--- config.mk ---
export PLATFORM = sky130hd
export DESIGN_NAME = linear_interp_resampler
export DESIGN_NICKNAME = d
export VERILOG_FILES = /design/src/rtl/core/lir_pkg.sv /design/src/rtl/core/lir_front.sv /design/src/rtl/core/lir_queue.sv /design/src/rtl/core/lir_back.sv /design/src/rtl/core/linear_interp_resampler.sv
export SDC_FILE = /design/constraint.sdc
export NUM_CORES = 2
export LEC_CHECK = 0
export BUFFER_PORTS_ARGS = -buffer_cell sky130_fd_sc_hd__buf_2
export CAP_MARGIN = 25
export CORE_ASPECT_RATIO = 1.4
export CORE_MARGIN = 5
export CORE_UTILIZATION = 40
export CTS_CLUSTER_DIAMETER = 120
export DETAILED_ROUTE_END_ITERATION = 10
export PLACE_DENSITY = 0.54
export SETUP_SLACK_MARGIN = 0.05
export SLEW_MARGIN = 0
export SYNTH_ARGS = -nofsm -noshare
export SYNTH_HDL_FRONTEND = slang
export SYNTH_SLANG_ARGS = --single-unit
--- constraint.sdc ---
create_clock -name clock -period 30.4 [get_ports clock]
set_input_delay 0 -clock clock [delete_from_list [all_inputs] [get_ports clock]]
set_output_delay 0 -clock clock [all_outputs]
set_load 0.005 [all_outputs]
--- src/rtl/core/lir_pkg.sv ---
// Shared types and constants for the linear interpolation resampler.
package lir_pkg;

   localparam int IO_CH       = 2;
   localparam int SAMPLE_W    = 16;
   localparam int STEP_W      = 20;
   localparam int ACT_W       = 2;
   localparam int RESULT_CAP  = 64;
   localparam int COUNT_W     = $clog2(RESULT_CAP);
   localparam int QUEUE_DEPTH = 2;
   localparam int QPTR_W      = $clog2(QUEUE_DEPTH);
   localparam int QCNT_W      = $clog2(QUEUE_DEPTH + 1);
   localparam int CSR_IDX_W   = 1;
   localparam int CSR_DATA_W  = STEP_W;

   localparam logic [CSR_IDX_W-1:0] CSR_STEP_SIZE       = 1'b0;
   localparam logic [CSR_IDX_W-1:0] CSR_ACTIVE_CHANNELS = 1'b1;

   localparam logic [STEP_W-1:0] STEP_RESET = 20'd65536;
   localparam logic [ACT_W-1:0]  ACT_RESET  = 2'd2;

   typedef struct packed {
      logic                               prime;
      logic [IO_CH-1:0][SAMPLE_W-1:0]     sample;
   } lir_item_type;

   typedef struct packed {
      logic               emit;
      logic [COUNT_W-1:0] run_count;
   } lir_back_status_type;

endpackage

--- src/rtl/core/lir_front.sv ---
// Front end: accepts input frames and tags the priming frame.
module lir_front
   import lir_pkg::*;
(
   input  logic                clock,
   input  logic                reset,
   input  logic                req_valid,
   output logic                req_ready,
   input  logic [SAMPLE_W-1:0] req_sample_ch0,
   input  logic [SAMPLE_W-1:0] req_sample_ch1,
   input  logic                queue_full,
   output logic                push,
   output lir_item_type        push_item
);

   logic have_prev_ff;
   logic have_prev_in;

   assign req_ready = !queue_full;
   assign push      = req_valid && req_ready;

   always_comb begin
      push_item.prime     = !have_prev_ff;
      push_item.sample[0] = req_sample_ch0;
      push_item.sample[1] = req_sample_ch1;
      have_prev_in        = have_prev_ff || push;
   end

   always_ff @(posedge clock) begin
      if (reset) begin
         have_prev_ff <= 1'b0;
      end else begin
         have_prev_ff <= have_prev_in;
      end
   end

endmodule

--- src/rtl/core/lir_queue.sv ---
// Short FIFO between the front end and the interpolation engine.
module lir_queue
   import lir_pkg::*;
(
   input  logic         clock,
   input  logic         reset,
   input  logic         push,
   input  lir_item_type push_item,
   output logic         full,
   output logic         head_valid,
   output lir_item_type head_item,
   input  logic         pop
);

   lir_item_type       entry_ff [QUEUE_DEPTH];
   logic [QPTR_W-1:0]  wr_ptr_ff, wr_ptr_in;
   logic [QPTR_W-1:0]  rd_ptr_ff, rd_ptr_in;
   logic [QCNT_W-1:0]  count_ff, count_in;
   logic               do_push;
   logic               do_pop;

   assign full       = (count_ff == QCNT_W'(QUEUE_DEPTH));
   assign head_valid = (count_ff != '0);
   assign head_item  = entry_ff[rd_ptr_ff];

   always_comb begin
      do_push   = push && !full;
      do_pop    = pop && head_valid;
      wr_ptr_in = wr_ptr_ff;
      rd_ptr_in = rd_ptr_ff;
      count_in  = count_ff;
      if (do_push) begin
         wr_ptr_in = (wr_ptr_ff == QPTR_W'(QUEUE_DEPTH - 1)) ? '0 : wr_ptr_ff + 1'b1;
      end
      if (do_pop) begin
         rd_ptr_in = (rd_ptr_ff == QPTR_W'(QUEUE_DEPTH - 1)) ? '0 : rd_ptr_ff + 1'b1;
      end
      if (do_push && !do_pop) begin
         count_in = count_ff + 1'b1;
      end else if (do_pop && !do_push) begin
         count_in = count_ff - 1'b1;
      end
   end

   always_ff @(posedge clock) begin
      if (reset) begin
         wr_ptr_ff <= '0;
         rd_ptr_ff <= '0;
         count_ff  <= '0;
      end else begin
         wr_ptr_ff <= wr_ptr_in;
         rd_ptr_ff <= rd_ptr_in;
         count_ff  <= count_in;
      end
   end

   always_ff @(posedge clock) begin
      if (do_push) begin
         entry_ff[wr_ptr_ff] <= push_item;
      end
   end

endmodule

--- src/rtl/core/lir_back.sv ---
// Interpolation engine: walks the read phase and emits one result per cycle while the output register is free.
module lir_back
   import lir_pkg::*;
#(
   parameter int PFB      = 16,
   parameter int STORE_CH = 2
)(
   input  logic                clock,
   input  logic                reset,
   input  logic [STEP_W-1:0]   step_size,
   input  logic [ACT_W-1:0]    active_channels,
   input  logic                head_valid,
   input  lir_item_type        head_item,
   output logic                pop,
   output lir_back_status_type status,
   output logic                rsp_valid,
   input  logic                rsp_ready,
   output logic [SAMPLE_W-1:0] rsp_out_ch0,
   output logic [SAMPLE_W-1:0] rsp_out_ch1,
   output logic                rsp_last_of_run
);

   localparam int PW = ((PFB + 1 > STEP_W) ? PFB + 1 : STEP_W) + 1;
   localparam logic [PW-1:0] ONE = PW'(1) << PFB;

   logic [PW-1:0]       phase_ff, phase_in;
   logic [COUNT_W-1:0]  count_ff, count_in;
   logic                rsp_valid_ff, rsp_valid_in;
   logic                last_ff;
   logic [SAMPLE_W-1:0] ch_ff  [IO_CH];
   logic [SAMPLE_W-1:0] ch_val [IO_CH];
   logic [PW-1:0]       next_phase;
   logic [ACT_W-1:0]    nact;
   logic                head_run;
   logic                in_range;
   logic                slot_free;
   logic                emit;
   logic                last;

   always_comb begin
      if (active_channels == '0) begin
         nact = ACT_W'(1);
      end else if (active_channels > ACT_W'(STORE_CH)) begin
         nact = ACT_W'(STORE_CH);
      end else begin
         nact = active_channels;
      end
   end

   always_comb begin
      head_run   = head_valid && !head_item.prime;
      in_range   = (phase_ff < ONE);
      slot_free  = !rsp_valid_ff || rsp_ready;
      emit       = head_run && in_range && slot_free;
      next_phase = phase_ff + PW'(step_size);
      last       = (next_phase >= ONE) || (count_ff == COUNT_W'(RESULT_CAP - 1));
      pop        = head_valid && (head_item.prime || !in_range || (emit && last));

      phase_in = phase_ff;
      count_in = count_ff;
      if (emit) begin
         if (last) begin
            phase_in = (next_phase >= ONE) ? next_phase - ONE : '0;
            count_in = '0;
         end else begin
            phase_in = next_phase;
            count_in = count_ff + 1'b1;
         end
      end else if (head_run && !in_range) begin
         phase_in = phase_ff - ONE;
      end

      rsp_valid_in = rsp_valid_ff;
      if (emit) begin
         rsp_valid_in = 1'b1;
      end else if (rsp_ready) begin
         rsp_valid_in = 1'b0;
      end
   end

   for (genvar c = 0; c < IO_CH; c++) begin : g_ch
      if (c < STORE_CH) begin : g_store
         logic [SAMPLE_W-1:0]            prev_ff;
         logic signed [SAMPLE_W:0]       diff;
         logic signed [PFB:0]            frac;
         logic signed [SAMPLE_W+PFB+1:0] prod;
         logic signed [SAMPLE_W+PFB+1:0] shifted;
         logic [SAMPLE_W-1:0]            interp;

         always_comb begin
            diff    = $signed({head_item.sample[c][SAMPLE_W-1], head_item.sample[c]})
                    - $signed({prev_ff[SAMPLE_W-1], prev_ff});
            frac    = $signed({1'b0, phase_ff[PFB-1:0]});
            prod    = diff * frac;
            // arithmetic shift floors toward minus infinity
            shifted = prod >>> PFB;
            interp  = prev_ff + shifted[SAMPLE_W-1:0];
            ch_val[c] = (ACT_W'(c) < nact) ? interp : '0;
         end

         always_ff @(posedge clock) begin
            if (pop) begin
               prev_ff <= head_item.sample[c];
            end
         end
      end else begin : g_none
         assign ch_val[c] = '0;
      end

      always_ff @(posedge clock) begin
         if (emit) begin
            ch_ff[c] <= ch_val[c];
         end
      end
   end

   always_ff @(posedge clock) begin
      if (reset) begin
         phase_ff     <= '0;
         count_ff     <= '0;
         rsp_valid_ff <= 1'b0;
      end else begin
         phase_ff     <= phase_in;
         count_ff     <= count_in;
         rsp_valid_ff <= rsp_valid_in;
      end
   end

   always_ff @(posedge clock) begin
      if (emit) begin
         last_ff <= last;
      end
   end

   assign rsp_valid        = rsp_valid_ff;
   assign rsp_out_ch0      = ch_ff[0];
   assign rsp_out_ch1      = ch_ff[1];
   assign rsp_last_of_run  = last_ff;
   assign status.emit      = emit;
   assign status.run_count = count_ff;

endmodule

--- src/rtl/core/linear_interp_resampler.sv ---
// Top level of the linear interpolation sample-rate converter.
//
// Input frames arrive on req_* (valid/ready), one signed Q1.15 sample per
// channel. Results leave on rsp_* (valid/ready); rsp_last_of_run marks the
// final result caused by a frame. csr_* writes step_size (index 0, Q4.16)
// and active_channels (index 1); csr_ready is always high and writes are
// meant for an idle block.
// A two-entry queue sits between the input side and the interpolation
// engine, so frames keep being taken while the engine runs or the
// receiver stalls; req_ready drops only when the queue is full.
// When the block is idle, the first result of a frame passes through the
// queue entry and the output register before it is on rsp_*.
// The engine produces one result per cycle while the output register is
// free; a frame gives 0 to 64 results, and a priming frame or one with no
// results is popped without a result.
// Reset clears the phase, the priming flag and the queue and loads the
// register defaults. A stalled receiver holds the output register and
// the engine waits on it.
module linear_interp_resampler
   import lir_pkg::*;
#(
   parameter int MAX_CHANNELS        = 2,
   parameter int PHASE_FRACTION_BITS = 16
)(
   input  logic                  clock,
   input  logic                  reset,
   input  logic                  req_valid,
   output logic                  req_ready,
   input  logic [SAMPLE_W-1:0]   req_sample_ch0,
   input  logic [SAMPLE_W-1:0]   req_sample_ch1,
   output logic                  rsp_valid,
   input  logic                  rsp_ready,
   output logic [SAMPLE_W-1:0]   rsp_out_ch0,
   output logic [SAMPLE_W-1:0]   rsp_out_ch1,
   output logic                  rsp_last_of_run,
   input  logic                  csr_valid,
   output logic                  csr_ready,
   input  logic [CSR_IDX_W-1:0]  csr_index,
   input  logic [CSR_DATA_W-1:0] csr_wdata
);

   localparam int STORE_CH = (MAX_CHANNELS < IO_CH) ? MAX_CHANNELS : IO_CH;

   logic [STEP_W-1:0]   step_ff, step_in;
   logic [ACT_W-1:0]    act_ff, act_in;
   logic                q_push;
   lir_item_type        q_push_item;
   logic                q_full;
   logic                q_valid;
   lir_item_type        q_item;
   logic                q_pop;
   lir_back_status_type back_status;

   assign csr_ready = 1'b1;

   always_comb begin
      step_in = step_ff;
      act_in  = act_ff;
      if (csr_valid && csr_ready) begin
         case (csr_index)
            CSR_STEP_SIZE:       step_in = csr_wdata[STEP_W-1:0];
            CSR_ACTIVE_CHANNELS: act_in  = csr_wdata[ACT_W-1:0];
            default: ;
         endcase
      end
   end

   always_ff @(posedge clock) begin
      if (reset) begin
         step_ff <= STEP_RESET;
         act_ff  <= ACT_RESET;
      end else begin
         step_ff <= step_in;
         act_ff  <= act_in;
      end
   end

   lir_front u_front (
      .clock          (clock),
      .reset          (reset),
      .req_valid      (req_valid),
      .req_ready      (req_ready),
      .req_sample_ch0 (req_sample_ch0),
      .req_sample_ch1 (req_sample_ch1),
      .queue_full     (q_full),
      .push           (q_push),
      .push_item      (q_push_item)
   );

   lir_queue u_queue (
      .clock      (clock),
      .reset      (reset),
      .push       (q_push),
      .push_item  (q_push_item),
      .full       (q_full),
      .head_valid (q_valid),
      .head_item  (q_item),
      .pop        (q_pop)
   );

   lir_back #(
      .PFB      (PHASE_FRACTION_BITS),
      .STORE_CH (STORE_CH)
   ) u_back (
      .clock           (clock),
      .reset           (reset),
      .step_size       (step_ff),
      .active_channels (act_ff),
      .head_valid      (q_valid),
      .head_item       (q_item),
      .pop             (q_pop),
      .status          (back_status),
      .rsp_valid       (rsp_valid),
      .rsp_ready       (rsp_ready),
      .rsp_out_ch0     (rsp_out_ch0),
      .rsp_out_ch1     (rsp_out_ch1),
      .rsp_last_of_run (rsp_last_of_run)
   );

   a_pop_needs_entry: assert property (@(posedge clock) disable iff (reset)
      q_pop |-> q_valid)
      else $error("queue popped while empty");

   a_stall_means_full: assert property (@(posedge clock) disable iff (reset)
      !req_ready |-> q_valid)
      else $error("input stalled with empty queue");

   a_prime_no_result: assert property (@(posedge clock) disable iff (reset)
      (q_valid && q_item.prime) |-> !back_status.emit)
      else $error("result emitted for priming frame");

   a_cap_ends_run: assert property (@(posedge clock) disable iff (reset)
      (back_status.emit && back_status.run_count == COUNT_W'(RESULT_CAP - 1))
      |=> (rsp_valid && rsp_last_of_run))
      else $error("run not closed at result cap");

endmodule

# Yosys cells after proc, flatten, opt, wreduce, memory -nomap -nowiden
# Memory sizes are Yosys's and may differ from the RTL's. A register that Yosys moved wholly into a read port is not among the register bits.
# Index checks and enable logic that the tools add are counted.
# op_classes
reduce_logical	30
eq_ne	2
order_cmp	5
shift	0
div	0
mux	21
n_bitwise	1
multipliers	2
addsub	12
# ops
cell	n
21-bit 2-to-1 mux	4
17-bit by 17-bit multiplier with 32-bit output	2
21-bit by 17-bit subtractor with 21-bit output, second input constant	2
16-bit by 16-bit subtractor with 17-bit output	2
16-bit adder	2
16-bit 2-to-1 mux	2
21-bit by 20-bit adder with 21-bit output	1
21-bit by 17-bit >= comparator with 1-bit output, second input constant	1
21-bit by 17-bit less-than comparator with 1-bit output, second input constant	1
1-bit logical AND	11
1-bit 2-to-1 mux	10
2-bit 2-to-1 mux	4
2-bit nonzero test	4
1-bit logical NOT	7
6-bit by 1-bit adder with 6-bit output, second input constant	1
6-bit == test, second input constant	1
6-bit 2-to-1 mux	1
1-bit logical OR	5
1-bit by 2-bit less-than comparator with 1-bit output, first input constant	2
2-bit AND reduction	2
1-bit adder, second input constant	2
2-bit by 1-bit adder with 2-bit output, second input constant	1
2-bit == test, second input constant	1
2-bit > comparator, second input constant	1
other kinds (3)	3
# totals
n_memories	2
romBits	0
ff_bits	88
out_inout_bits	36
latch_bits	0
ram_bits	98
# mem_list
name	words	word_bits	rd	rd_ports_with_merged_regs	write_ports	line_no	rtl
u_queue.entry_ff	2	33	1	1	1	lir_queue.sv:15	lir_item_type entry_ff [QUEUE_DEPTH];
u_back.ch_ff	2	16	2	0	2	lir_back.sv:30	logic [SAMPLE_W-1:0] ch_ff [IO_CH];

# Logic depth before layout (Yosys ltp)
# depth
ltp_word	11
mapped_depth	49
mapped_depth_nobuf	46

# Cells and area by module
# Synthesis repeated with hierarchy kept, for this count alone.
# unflattened
hier_cells	3189
hier_area_um2	30495.5
# modules_own_cells
module	cells_per_inst	area_per_inst_um2	seq_area_each_um2	instances
lir_back	2924	26615.5	2512.4	1
lir_queue	128	2593.7	2082.0	1
linear_interp_resampler	100	994.7	440.4	1
lir_front	37	291.5	20.0	1

# Worst setup path before layout
# Ideal clock, no wire load.
# synth_timing
kind	register -> register
from	register with a tool-made name
to	memory u_back.ch_ff[0][14] (data pin)
n_path_buf	3
path_stages_with_launch	43
synth_period_minus_slack_ps	10355
required_ps	30142
slack_ps	20045
arrival_time_ps	10097
cell_sequence	dfxtp_1 -> clkbuf_1 -> buf_1 -> mux2i_1 -> inv_1 -> ha_1 -> nor2b_1 -> o21ai_0 -> a21boi_0 -> o21ai_1 -> a211oi_1 -> o31a_1 -> a41o_1 -> nor3_1 -> clkbuf_1 -> nand2_1 -> fa_1 -> fa_1 -> (+7 left out) -> ha_1 -> nand2_1 -> nor3b_1 -> or3_1 -> a21oi_1 -> xnor2_1 -> ha_1 -> a21o_1 -> a21oi_1 -> o21bai_1 -> a21oi_1 -> o21bai_1 -> a211o_1 -> a2111oi_0 -> nor3b_1 -> o21a_1 -> nor2_1 -> xnor2_1
# synth_lines
item	line_no
to (decl)	lir_back.sv:30

==> flow_summary.json <==
{
  "outcome": "finished, final reports clean",
  "cts_made_buffers": 17,
  "area_growth_pct": 9.94,
  "relSlewSlack_pct": 37.7,
  "cts-root-to-sink-buffers": 2,
  "final.setup.tns_ns": 0,
  "vias_per_cell": 4.99,
  "grt.total_usage_pct": 19.2,
  "layout.filler_cells": 7226,
  "report.final.setup_viol": 0,
  "timing.critical_path.fanout_max": 28,
  "fin_util_pct": 44.4,
  "final_common_cell": "sky130_fd_sc_hd__inv_1",
  "die-height_um": 334,
  "mappedNetlistArea_um2": 29900,
  "grt_antenna_before_repair": 3,
  "hpwlAfterDp_um": 56100,
  "worst_ir_drop_vdd_uv": 96.3,
  "rows": 118,
  "detailed_place.area_um2": 31600,
  "rsz0062_at_grt": "no",
  "core-area_um2": 74100,
  "timing.hold.worst.class": "input pin to flop",
  "mappedNetlistNets": 3992,
  "worst_skew_pair.late_latency_ns": 0.50,
  "grt_pass1_vias": 23614,
  "synth_top_area_share_pct": 35.8,
  "synth.avg_cell_area_um2": 9.51,
  "syn-instance-count": 3145,
  "static-leakage-power_uw": 0.0165,
  "cp-end-kind": "flop",
  "cts_resized": 0,
  "timing.clock.skew_ns": 0.0212,
  "cts_root_buf": "sky130_fd_sc_hd__clkbuf_16",
  "synth_async_sr_flop_share_pct": 0,
  "port_buffers": 92,
  "die_area_um2": 80400,
  "grt_first_pass_wirelength_um": 122000,
  "synth.area.top_cells": "sky130_fd_sc_hd__fa_1 (36%), sky130_fd_sc_hd__edfxtp_1 (13%), sky130_fd_sc_hd__ha_1 (11%)",
  "clock-sinks": 186,
  "detailroute.via_count": 21104,
  "required_ns": 30.64,
  "gp_routability_congestion": 0.842,
  "drt_first_pass_iters": 5,
  "drt_iter0_markers": 924,
  "largest_net_degree_at_the_start_of_global_routing": 39,
  "cts.clk_slew.worst_paths_ns": 0.08,
  "grt_overflow_total": 0,
  "ys.flop_type": "sky130_fd_sc_hd__edfxtp_1",
  "netlist-cell-type-count": 76,
  "totalWireLength_um": 74000,
  "final_net_count": 4105,
  "yosys_register_bits": 186,
  "final_period_minus_worst_setup_slack_ns": 11.20,
  "layout-drive-gt1-share_pct": 7.61,
  "synth_top_area_cell": "sky130_fd_sc_hd__fa_1",
  "finalCritPeriodShare_pct": 36.9,
  "worst_setup_path_start_kind": "flop",
  "critPathKind": "flop to flop",
  "design.portCount": 94,
  "place_ws_ns": 19.14,
  "drv_slew": 0,
  "power_density_nw_per_um2": 66.7,
  "die_width_um": 241,
  "stdcell_area_um2": 32900,
  "post-route-drc-count": 0,
  "tritoncts": "done",
  "layout_common_cells": "sky130_fd_sc_hd__inv_1 (744), sky130_fd_sc_hd__fa_1 (535), sky130_fd_sc_hd__nand2_1 (371), sky130_fd_sc_hd__ha_1 (254), sky130_fd_sc_hd__and2_1 (222)",
  "timing.critical_path.mode_cell": "sky130_fd_sc_hd__fa_1",
  "fmax_ghz": 0.0893,
  "biggest_cell_delay_along_the_critical_path_ns": 0.56,
  "cap_violations": 0,
  "finalHoldViolations": 0,
  "start_util_pct": 40.4,
  "edff_count_synth": 131,
  "wl_per_cell_um": 17.5,
  "worst_slew_pin_tran_ns": 0.934,
  "synth-warning-count": 0,
  "arrival_ns": 11.45,
  "ant_nets": 0,
  "count_of_h_tree_levels_built_during_cts": 4,
  "synth_seq_area_share_pct": 16.8,
  "critical-path-slowest-cell": "sky130_fd_sc_hd__a2111oi_0",
  "final_critical_path_setup_slack_ns": 19.20
}
[critical path: cells and delay by family, from the launching register on]
family / cells / cell delay (ns)
AO/OA/AOI/OAI: 16 / 3.50
XOR/XNOR: 3 / 0.35
adder cells (fa/ha/maj): 9 / 4.01
buffers and inverters: 9 / 1.08
flip-flops: 1 / 0.42
multiplexers: 1 / 0.14
AND/OR/NAND/NOR: 7 / 1.38
[cells by family after synthesis]
kind of cell,Yosys count,share of synthesized area (%)
AOI/OAI and AO/OA,292,6.55
xor gates and xnor gates,135,3.95
adders and majority gates,789,46.4
buffers and inverters,855,10.8
DFF,186,16.8
muxes,35,1.29
other,1,0.0125
and+or+nand+nor,852,14.2
[registers in the layout, indices dropped and copies added, names as in the netlist, 2 cells and up, named ones only]
name	count
u_back.ch_ff	32
u_back.count_ff	6
step_ff	20
u_back.phase_ff	21
u_queue.count_ff	2
u_back.g_ch.g_store.prev_ff	32
u_queue.entry_ff	66
[report_power, final]
part           internal, uW  switching (uW)  leakage [uW]  total, uW
clock                   113             126      0.000299        239
sequential              368            31.5       0.00167        400
combinational           537            1020        0.0146       1560
total                  1020            1180        0.0165       2190
[synth_stat cells (all sizes together) (3+ instances only)]
cell type	number
a2111oi	4
a211o	6
a211oi	14
a21boi	8
a21o	20
a21oi	102
a22o	13
a31oi	6
a41oi	6
and2	223
and3	9
and3b	5
and4	3
buf	6
clkbuf	103
dfxtp	55
edfxtp	131
fa	535
ha	254
inv	746
mux2	29
mux2i	6
nand2	371
nand2b	33
nand3	24
nand4	4
nor2	65
nor2b	57
nor3	20
nor3b	4
nor4	3
o211ai	7
o21a	16
o21ai	47
o21bai	16
o221ai	3
o31ai	5
o41ai	3
or2	8
or3	14
or4	4
xnor2	99
xor2	36
[routing by layer]
| layer | vias up | GRT usage, % | wire [um] |
|---|---|---|---|
| met5 | - | 0 | 0 |
| li1 | 9787 | - | - |
| met4 | 0 | 7.11 | 2690 |
| met2 | 377 | 36.6 | 41200 |
| met3 | 133 | 2.05 | 2230 |
| met1 | 10807 | 21.9 | 27900 |
[final timing paths]
| path | start | end | slack, ns | cells past startpoint |
|---|---|---|---|---|
| hold / removal | req_sample_ch0[14] | u_queue.entry_ff[1][14] | 0.23 | 2 |
| setup reg to reg | flop | u_back.ch_ff[0][14] | 19.20 | 45 |
| setup / recovery | flop | u_back.ch_ff[0][14] | 19.20 | 45 |
| hold reg to reg | step_ff[18] | step_ff[18] | 0.47 | 2 |
[layout make-up]
cell class	instances	area [um2]	area share [%]
Multi-Input combinational cell	2104	21700	66.1
Sequential cell	186	5040	15.3
Inverter	746	2800	8.52
Timing Repair Buffer	203	1470	4.47
Tap cell	960	1200	3.65
Clock buffer	17	425	1.29
Clock inverter	15	191	0.582
Antenna cell	1	2.50	0.00761
[what timing repair did]
| action | CTS | global route |
|---|---|---|
| hold buffers | 58 | 1 |
| endpoints found under the hold margin | 90 | 3 |
| setup buffers | 0 | 0 |
[through the flow]
stage / instances / hold WS, ns / total power (uW)
final: 4232 / 0.229 / 2190
after global routing: 4231 / 0.215 / 2390
after CTS: 4227 / 0.0139 / 2220
after detailed placement: 4137 / 0.193 / 1970
after global placement: 4135 / 0.192 / 1940
after floorplan: 3145 / 0.0989 / 1360
Note: power is estimated with default switching activity, not from simulation.
